**src/design/assert_macros.svh**
```systemverilog
// Assertion macros shared by the wheel speed mixer modules.
`ifndef ASSERT_MACROS_SVH
`define ASSERT_MACROS_SVH
// Checks that a condition holds at every clock edge outside reset.
`define MWSM_ASSERT(label, cond, msg) \
  label: assert property (@(posedge clk_i) disable iff (!rst_ni) (cond)) else $error(msg);
// Checks that a condition implies another in the same cycle.
`define MWSM_ASSERT_IMP(label, pre, post, msg) \
  label: assert property (@(posedge clk_i) disable iff (!rst_ni) (pre) |-> (post)) \
    else $error(msg);
`endif

```
**src/design/mwsm_fifo.sv**
```systemverilog
// Small first-in first-out queue with a combinational head.
`timescale 1ns / 1ps
`include "assert_macros.svh"
module mwsm_fifo #(
  parameter int DEPTH = 16,
  parameter int WIDTH = 8
) (
  input  logic             clk_i,
  input  logic             rst_ni,
  input  logic             push_i,
  input  logic [WIDTH-1:0] data_i,
  input  logic             pop_i,
  output logic [WIDTH-1:0] data_o,
  output logic             empty_o
);
  localparam int PW = $clog2(DEPTH);
  localparam int CW = $clog2(DEPTH + 1);

  logic [WIDTH-1:0] mem_q [DEPTH];
  logic [PW-1:0]    wptr_q, wptr_d, rptr_q, rptr_d;
  logic [CW-1:0]    cnt_q, cnt_d;

  always_comb begin
    wptr_d = push_i ? wptr_q + PW'(1) : wptr_q;
    rptr_d = pop_i ? rptr_q + PW'(1) : rptr_q;
    cnt_d  = cnt_q + CW'(push_i) - CW'(pop_i);
  end

  always_ff @(posedge clk_i or negedge rst_ni) begin
    if (!rst_ni) begin
      wptr_q <= '0;
      rptr_q <= '0;
      cnt_q  <= '0;
    end else begin
      wptr_q <= wptr_d;
      rptr_q <= rptr_d;
      cnt_q  <= cnt_d;
    end
  end

  always_ff @(posedge clk_i) begin
    if (push_i) begin
      mem_q[wptr_q] <= data_i;
    end
  end

  assign data_o  = mem_q[rptr_q];
  assign empty_o = (cnt_q == '0);

  `MWSM_ASSERT_IMP(a_no_overflow, push_i, cnt_q < CW'(DEPTH) || pop_i, "fifo overflow")
  `MWSM_ASSERT_IMP(a_no_underflow, pop_i, !empty_o, "fifo underflow")
endmodule

```
**config.mk**
```make
export PLATFORM = sky130hd
export DESIGN_NAME = mwsm_fifo
export DESIGN_NICKNAME = d
export VERILOG_FILES = /design/src/design/mwsm_fifo.sv
export VERILOG_INCLUDE_DIRS = /design/src /design/src/design
export SDC_FILE = /design/constraint.sdc
export NUM_CORES = 1
export LEC_CHECK = 0
export CAP_MARGIN = 20
export CORE_ASPECT_RATIO = 0.6
export CORE_MARGIN = 1.5
export CORE_UTILIZATION = 55
export CTS_CLUSTER_DIAMETER = 200
export CTS_CLUSTER_SIZE = 10
export DETAILED_ROUTE_END_ITERATION = 12
export DONT_BUFFER_PORTS = 1
export HOLD_SLACK_MARGIN = 0.06
export PLACE_DENSITY_LB_ADDON = 0.2
export SYNTH_ARGS = -nofsm -noshare
export SYNTH_HDL_FRONTEND = slang
export SYNTH_SLANG_ARGS = --single-unit
```
**constraint.sdc**
```tcl
create_clock -name clk_i -period 2.5 [get_ports clk_i]
set_input_delay 0.625 -clock clk_i [delete_from_list [all_inputs] [get_ports clk_i]]
set_output_delay 0.625 -clock clk_i [all_outputs]
set_load 0.005 [all_outputs]
```
Yosys cells after proc, flatten, opt, wreduce, memory -nomap -nowiden --
Memory sizes are Yosys's and may differ from the RTL's. Index checks and enable logic that the tools add are counted.
Operators by class: add/sub/neg operators 4, multiplexer cells 2, reductions and logical operators 1
Operator list (count):
- adder 4 x 1 -> 4 bit (second input constant) | 2
- adder 5 x 1 -> 5 bit | 1
- zero test 5 bit | 1
- subtractor 5 x 1 -> 5 bit | 1
- 2-to-1 mux 1 bit | 2
Storage, ports and cells: register bits 13, word-level logic and storage cells 11, memories kept 1, input bits 12, bits in writable memories 128
Memory list:
- mem_q | depth 16, bits a word 8, read ports 1, clocked after Yosys merged registers in 0, write ports 1, line mwsm_fifo.sv:19 | logic [WIDTH-1:0] mem_q [DEPTH];

Longest topological paths before layout --
Gate-level depths: netlist of run 1.
depth in word-level cells 2, depth in mapped cells 8, depth with buffers taken out 8

Least setup slack after synthesis of run 1 --
OpenSTA, ideal clock, no wires.
kind register to output, from register rptr_q[0], to output data_o[6], data required time 1875 ps, slack 446 ps, data arrival time 1429 ps, cell stages (with the launch flop) 6, buffers on the path 2, cells stage by stage dfrtp_1 -> buf_6 -> buf_6 -> mux4_1 -> a22oi_1 -> nand2_1
On the way: longest elaborated chain between the ends 1
Ends and longest elaborated chain:
- from (decl) | line mwsm_fifo.sv:20 | logic [PW-1:0] wptr_q, wptr_d, rptr_q, rptr_d;
- from (signal assigned) | line mwsm_fifo.sv:36 | rptr_q <= rptr_d;
- memory read (16 x 8 bit)
- to (decl) | line mwsm_fifo.sv:13 | output logic [WIDTH-1:0] data_o,
No other way between the ends.

Final worst setup path of run 1 --
from register rptr_q[0], to output data_o[0]
Same word-level chain as after synthesis.

==> results of run 1 <==
power by group:
group / internal, mW / total (mW) / switching [mW]
Sequential: 2.91 / 3.09 / 0.179
Combinational: 1.19 / 2.41 / 1.21
Clock: 1.55 / 2.45 / 0.906
cell type report:
class	instances	area, um^2	area share [%]
Clock buffer	18	429	6.43
Clock inverter	14	151	2.27
Inverter	8	30.0	0.450
Multi-Input combinational cell	116	1430	21.4
Sequential cell	141	4170	62.5
Tap cell	135	169	2.53
Timing Repair Buffer	28	295	4.42
through the flow:
stage / instance area (um^2) / setup WS [ps]
6_report: 6670 / -72.8
5_1_grt: 6670 / -135
4_1_cts: 6520 / -81.0
3_5_place_dp: 5920 / 343
3_3_place_gp: 5920 / 329
2_1_floorplan: 5680 / 446
metal layers:
metal	global-route usage [%]	vias to the layer above	wire [um]	part of all wire, %
met5	0	-	0	0
met4	9.89	0	177	1.6
met3	6.73	16	975	9.1
met2	29.3	92	4630	43
met1	32.2	1377	4970	46
li1	-	1190	-	-
worst reg2reg max path, cell delays in order, from the launching register on:
cell and delay [ps]:
dfrtp_1 360, inv_1 50, ha_1 260, inv_1 40, ha_1 200, fa_1 410, a21oi_1 180, o21bai_1 100
xnor2_1 130
worst paths after layout:
path,endpoint,slack [ps],depth (start not counted)
worst max-delay path,data_o[0],-70,6
worst min-delay path,wptr_q[0]$_DFFE_PN0P_,290,1
worst max register to register,cnt_q[4]$_DFF_PN0_,650,8
worst min register to register,wptr_q[0]$_DFFE_PN0P_,560,1
max in group asynchronous,rptr_q[0]$_DFFE_PN0P_,1350,1
min in group asynchronous,wptr_q[1]$_DFFE_PN0P_,680,1
synthesized netlist by cell type (2+ instances only):
master             n
mux4_1            16
nand4_1            2
inv_1              8
a21oi_1            2
mux4_2            16
clkbuf_1           4
edfxtp_1         128
xor2_1             5
buf_2              2
nand2_1           15
clkdlybuf4s25_2    3
buf_6              3
nor2_1            13
ha_1              11
dfrtp_1           13
nand2b_1           2
xnor2_1            5
nor3_1             4
a22oi_1           16
flip-flops by register name, indices dropped and copies added (netlist names):
name	flops
mem_q	128
cnt_q	5
rptr_q	4
wptr_q	4
cells in the final DEF (no fill, tap or decap), types with 2 or more instances in the layout:
cell,n
edfxtp_1,128
ha_1,11
clkinv_1,2
xnor2_1,5
clkbuf_16,18
bufinv_16,3
buf_6,2
buf_4,19
nand2_2,3
buf_12,4
nor3_1,4
a22oi_2,15
nand2b_1,2
dfrtp_1,12
xor2_1,5
nor2_1,13
clkinvlp_4,2
nand4_1,2
mux4_1,10
clkinv_2,6
mux4_2,22
inv_1,8
nand2_1,12
a21oi_1,2
logic make-up after synthesis:
kind of cell | Yosys count
flip-flops | 141
AND/OR/NAND/NOR | 40
multiplexers | 33
buffers and inverters | 22
AO/OA/AOI/OAI | 21
adder cells (fa/ha/maj) | 12
XOR/XNOR | 10
what timing repair did:
action,4_1_cts,5_1_grt
setup endpoints to repair,8,8
gates cloned,0,2
gates resized for setup,9,21
endpoints found under the hold margin,13,0
hold buffers,1,0
pin swaps,3,9
setup buffers,1,4
==> flow_summary_export.csv, run 1 <==
group,metric,value,unit
clock_network,clockBufferDepth,2,
run_status,violations,"negative setup slack",
timing,setup_tns,-260,ps
timing,maxSlewViolCount,0,
logic_synthesis,ys_ff_latch,141,
placement,portBuffers,0,
logic_synthesis,yosys.area_share.simple,3.15,%
logic_synthesis,synth-adder-area-share,2.77,%
timing,skew,6.16,ps
logic_synthesis,yosysSeqAreaShare,73.4,%
logic_synthesis,synth_ff_type,"edfxtp_1",
pwr,power_density,1190,nW/um^2
die,core,9950,um^2
setup_path,cp.arrival,1950,ps
timing,hold_viol,0,
clock_network,cts_buffers,17,
cells_and_area,areaGrowthSynthToFinish,17.5,%
timing,max-slew-margin-rel,56.1,%
die,design.die.area,11000,um^2
logic_synthesis,synth_compound_area_share,2.64,%
logic_synthesis,synth_enable_flop_cells,128,
die,die_y,81.7,um
global_routing,overflow,0,
drt,ant_nets,0,
logic_synthesis,synth_top_cell_by_area,"edfxtp_1",
cells_and_area,fin_cells,460,
drt,first_pass_iters,4,
setup_path,cp-startpoint,"rptr_q[0]$_DFFE_PN0P_",
timing,fmax,389,MHz
flow_run,cap_violations,0,
pwr,p_leak,2.31,nW
drt,drc,0,
pwr,vdd.ir_drop.worst,0.736,mV
logic_synthesis,yosys-mux-area-fraction,13.9,%
cells_and_area,drive_above_1_share,30.5,%
setup_path,worst_path_max_delay_cell,"dfrtp_2",
logic_synthesis,synthCells,279,
logic_synthesis,yosysTopAreaCellShare,67.7,%
die,start_util,57.1,%
cells_and_area,nNetsFinal,336,
setup_path,cp_top_family,"flip-flops",
global_routing,grt_first_pass_wirelength,16200,um
logic_synthesis,syn_area_per_cell,20.4,um^2
logic_synthesis,yosysWarnings,0,
timing,rsz0062_at_grt,"yes",
global_routing,grt_usage,21.6,%
min_path,min_path_type,"input pin to flip-flop",
die,die_w,134,um
global_routing,grt_pass1_vias,2779,
timing,whs,286,ps
logic_synthesis,synth_cell_types,30,
logic_synthesis,synthTopCellsByArea,"edfxtp_1 (68%), mux4_1 (7.4%), mux4_2 (6.3%), dfrtp_1 (5.7%), ha_1 (2.4%)",
clock_network,cts_tree,"built",
global_routing,grt_start_max_net_pins,36,
cells_and_area,antenna_cells,0,
setup_path,worstSetupPathType,"flip-flop to primary output",
logic_synthesis,synth_top_family_by_area,"multiplexers",
global_routing,antenna_found_initial,0,
setup_path,max_stage_delay,450,ps
clock_network,cts_htree_levels,4,
timing,finalWorstSetupSlack,-72.8,ps
logic_synthesis,synth_nets,303,
die,rows,28,
setup_path,critPathBufInv,3,
drt,drt_iter0_drc,198,
drt,drt_wl_total,10800,um
timing,fin_crit_sh,103,%
drt,wl_per_cell,23.4,um
placement,dp_hpwl,6710,um
setup_path,worstReg2RegStart,"cnt_q[0]$_DFF_PN0_",
logic_synthesis,synth-async-reset-ratio,9.22,%
timing,setup_viol,7,
setup_path,cp_common_cell,"buf_4",
clock_network,cts-root-buf,"clkbuf_16",
clock_network,worstSkewPairLatency,420,ps
clock_network,clkTransAtPathRegs,60,ps
timing,fin_crit,2570,ps
cells_and_area,nFillCells,665,
placement,place_inst,420,
logic_synthesis,synth_xor_area_share,1.54,%
logic_synthesis,netlist_area,5680,um^2
timing,worst_pin_slew,656,ps
setup_path,worst_setup_path_end_kind,"primary output",
run_status,status,"finished with violations",
die,ios,21,
setup_path,startpoint_type,"flip-flop",
setup_path,cp_cell_sequence,"buf_12 > buf_4 > buf_4 > mux4_2 > a22oi_2 > nand2_1",
drt,avgViaCountPerCell,5.82,
clock_network,cts_sinks,141,
min_path,worstHoldStart,"push_i",
placement,place_congestion,0.765,
drt,num_vias,2675,
pwr,totalPowerFinal,7.95,mW
setup_path,cp_max_fo,8,
setup_path,crit_required,1880,ps
cells_and_area,finalCoreUtilization,67.1,%
Note: power is estimated with default switching activity, not from simulation.
==> run 2, diff against run 1 <==
Settings changed: CTS_BUF_LIST from default to sky130_fd_sc_hd__clkbuf_8 sky130_fd_sc_hd__clkbuf_16, REMOVE_ABC_BUFFERS from default to 1.
==> run 2 against run 1 <==
The run still ends with negative setup slack left. Hold slack is essentially flat. Core utilization is essentially flat. Non-clock buffer count grew 2. Flip-flop and latch count is the same. Clock power shrank 2%. Clock skew grew 3.1 ps. Total power shrank 0.51%. Die area is the same. First-iteration DRC count grew 33%. Design area is essentially flat. Highest routed layer unchanged.
==> flow_summary_export.csv, run 2 (synthesized netlist as in run 1, its figures left out) <==
group,metric,value,unit
pwr,intPower,5.58,mW
timing,fin_crit,2530,ps
timing,fmax,395,MHz
timing,max-slew-margin-rel,55.4,%
timing,worst_pin_slew,666,ps
drt,drc,0,
drt,drt_wl_total,10600,um
clock_network,cts_tree,"built",
min_path,min_path_type,"input pin to flip-flop",
die,design.die.area,11000,um^2
cells_and_area,nNetsFinal,338,
setup_path,cp_max_fo,5,
timing,skew,9.27,ps
cells_and_area,areaGrowthSynthToFinish,17.5,%
global_routing,antenna_found_initial,0,
clock_network,cts_sinks,141,
die,start_util,57.1,%
pwr,power_density,1180,nW/um^2
clock_network,clockBufferDepth,2,
timing,fin_crit_sh,101,%
run_status,violations,"negative setup slack",
placement,portBuffers,0,
die,die_w,134,um
cells_and_area,nFillCells,646,
pwr,totalPowerFinal,7.91,mW
cells_and_area,largest-register,"mem_q",
cells_and_area,layout_common_cells,"edfxtp_1 (128), mux4_2 (27), buf_4 (23)",
global_routing,grt_first_pass_wirelength,16400,um
placement,dp_hpwl,6490,um
run_status,status,"finished with violations",
clock_network,cts_buffers,17,
placement,place_congestion,0.746,
timing,rsz0062_at_grt,"yes",
die,ios,21,
die,die_y,81.7,um
global_routing,overflow,0,
cells_and_area,multi_input_area,1420,um^2
clock_network,clkTransAtPathRegs,60,ps
cells_and_area,seqCellArea,4170,um^2
drt,avgViaCountPerCell,5.75,
pwr,pwr-share-seq,39.2,%
cells_and_area,drive_above_1_share,33.0,%
cells_and_area,top_regs,"mem_q x128, cnt_q x5",
setup_path,cp.arrival,1910,ps
global_routing,grt_pass1_vias,2734,
drt,drt_iter0_drc,263,
clock_network,cts_htree_levels,4,
drt,ant_nets,0,
die,core,9950,um^2
die,rows,28,
setup_path,worst_setup_path_end_kind,"primary output",
global_routing,grt_usage,21.8,%
cells_and_area,largest_reg_flops,128,
clock_network,cts-root-buf,"clkbuf_16",
setup_path,crit_required,1880,ps
global_routing,grt_start_max_net_pins,36,
timing,finalWorstSetupSlack,-33.2,ps
pwr,comb_power_share,30.5,%
pwr,p_leak,2.29,nW
timing,setup_viol,7,
drt,first_pass_iters,4,
clock_network,worstSkewPairLatency,410,ps
pwr,clkPwrFrac,30.4,%
pwr,switching_share,29.5,%
setup_path,worstSetupPathType,"flip-flop to primary output",
timing,whs,286,ps
flow_run,cap_violations,0,
timing,hold_viol,0,
pwr,vdd.ir_drop.worst,0.605,mV
drt,num_vias,2658,
timing,maxSlewViolCount,0,
cells_and_area,final_common_cell,"edfxtp_1",
cells_and_area,antenna_cells,0,
drt,wl_per_cell,22.9,um
setup_path,startpoint_type,"flip-flop",
timing,setup_tns,-121,ps
pwr,p_sw,2.33,mW
run 2: worst paths after layout:
path | to | from | slack, ps | depth (start not counted)
worst min register to register | rptr_q[3]$_DFFE_PN0P_ | rptr_q[3]$_DFFE_PN0P_ | 560 | 1
worst min-delay path | rptr_q[0]$_DFFE_PN0P_ | pop_i | 290 | 1
max in group asynchronous | rptr_q[0]$_DFFE_PN0P_ | rst_ni | 1400 | 1
worst max-delay path | data_o[5] | rptr_q[0]$_DFFE_PN0P_ | -30 | 5
worst max register to register | cnt_q[4]$_DFF_PN0_ | cnt_q[0]$_DFF_PN0_ | 660 | 8
min in group asynchronous | wptr_q[0]$_DFFE_PN0P_ | rst_ni | 660 | 1
run 2: cell type report:
cell class	instances	share of cell area [%]
timing repair buffer	30	4.76
tap	135	2.53
clock buffer	17	6.37
multi-input combinational	116	21.2
sequential	141	62.5
inverter	8	0.450
clock inverter	15	2.21
run 2: power by group through the flow:
stage	logic [mW]	clock network (mW)	registers, mW
floorplan	1.25	0	3.23
global placement	1.96	0	3.11
detailed placement	1.99	0	3.12
CTS	2.34	2.44	3.09
global route	2.63	2.54	3.13
finish	2.41	2.40	3.10
run 2: metal layers:
layer	up-vias	track usage (%)	part of all wire [%]
met5	-	0	0
met3	5	6.23	6.9
met2	74	31.2	45
met1	1385	32.7	48
met4	0	7.42	0.43
li1	1194	-	-
run 2: repair_timing:
item,in CTS,in global routing
gates resized for setup,22,11
gates cloned,2,0
setup endpoints to repair,8,8
pin swaps,1,0
hold buffers,1,0
setup buffers,4,0
endpoints found under the hold margin,13,0
run 2: critical path, stage by stage (launching register included):
cell	delay, ps
dfrtp_2	440
buf_12	150
buf_16	130
mux4_2	500
a22oi_2	180
nand2_1	90
run 2: metrics by stage:
step | area [um^2] | worst slack (ps) | cells | util [%]
floorplan | 5570 | -341 | 265 | -
global placement | 5950 | 321 | 423 | 59.8
detailed placement | 5950 | 294 | 423 | 59.8
CTS | 6650 | -62.5 | 462 | 66.8
global route | 6680 | -110 | 462 | 67.1
finish | 6680 | -33.2 | 462 | 67.1
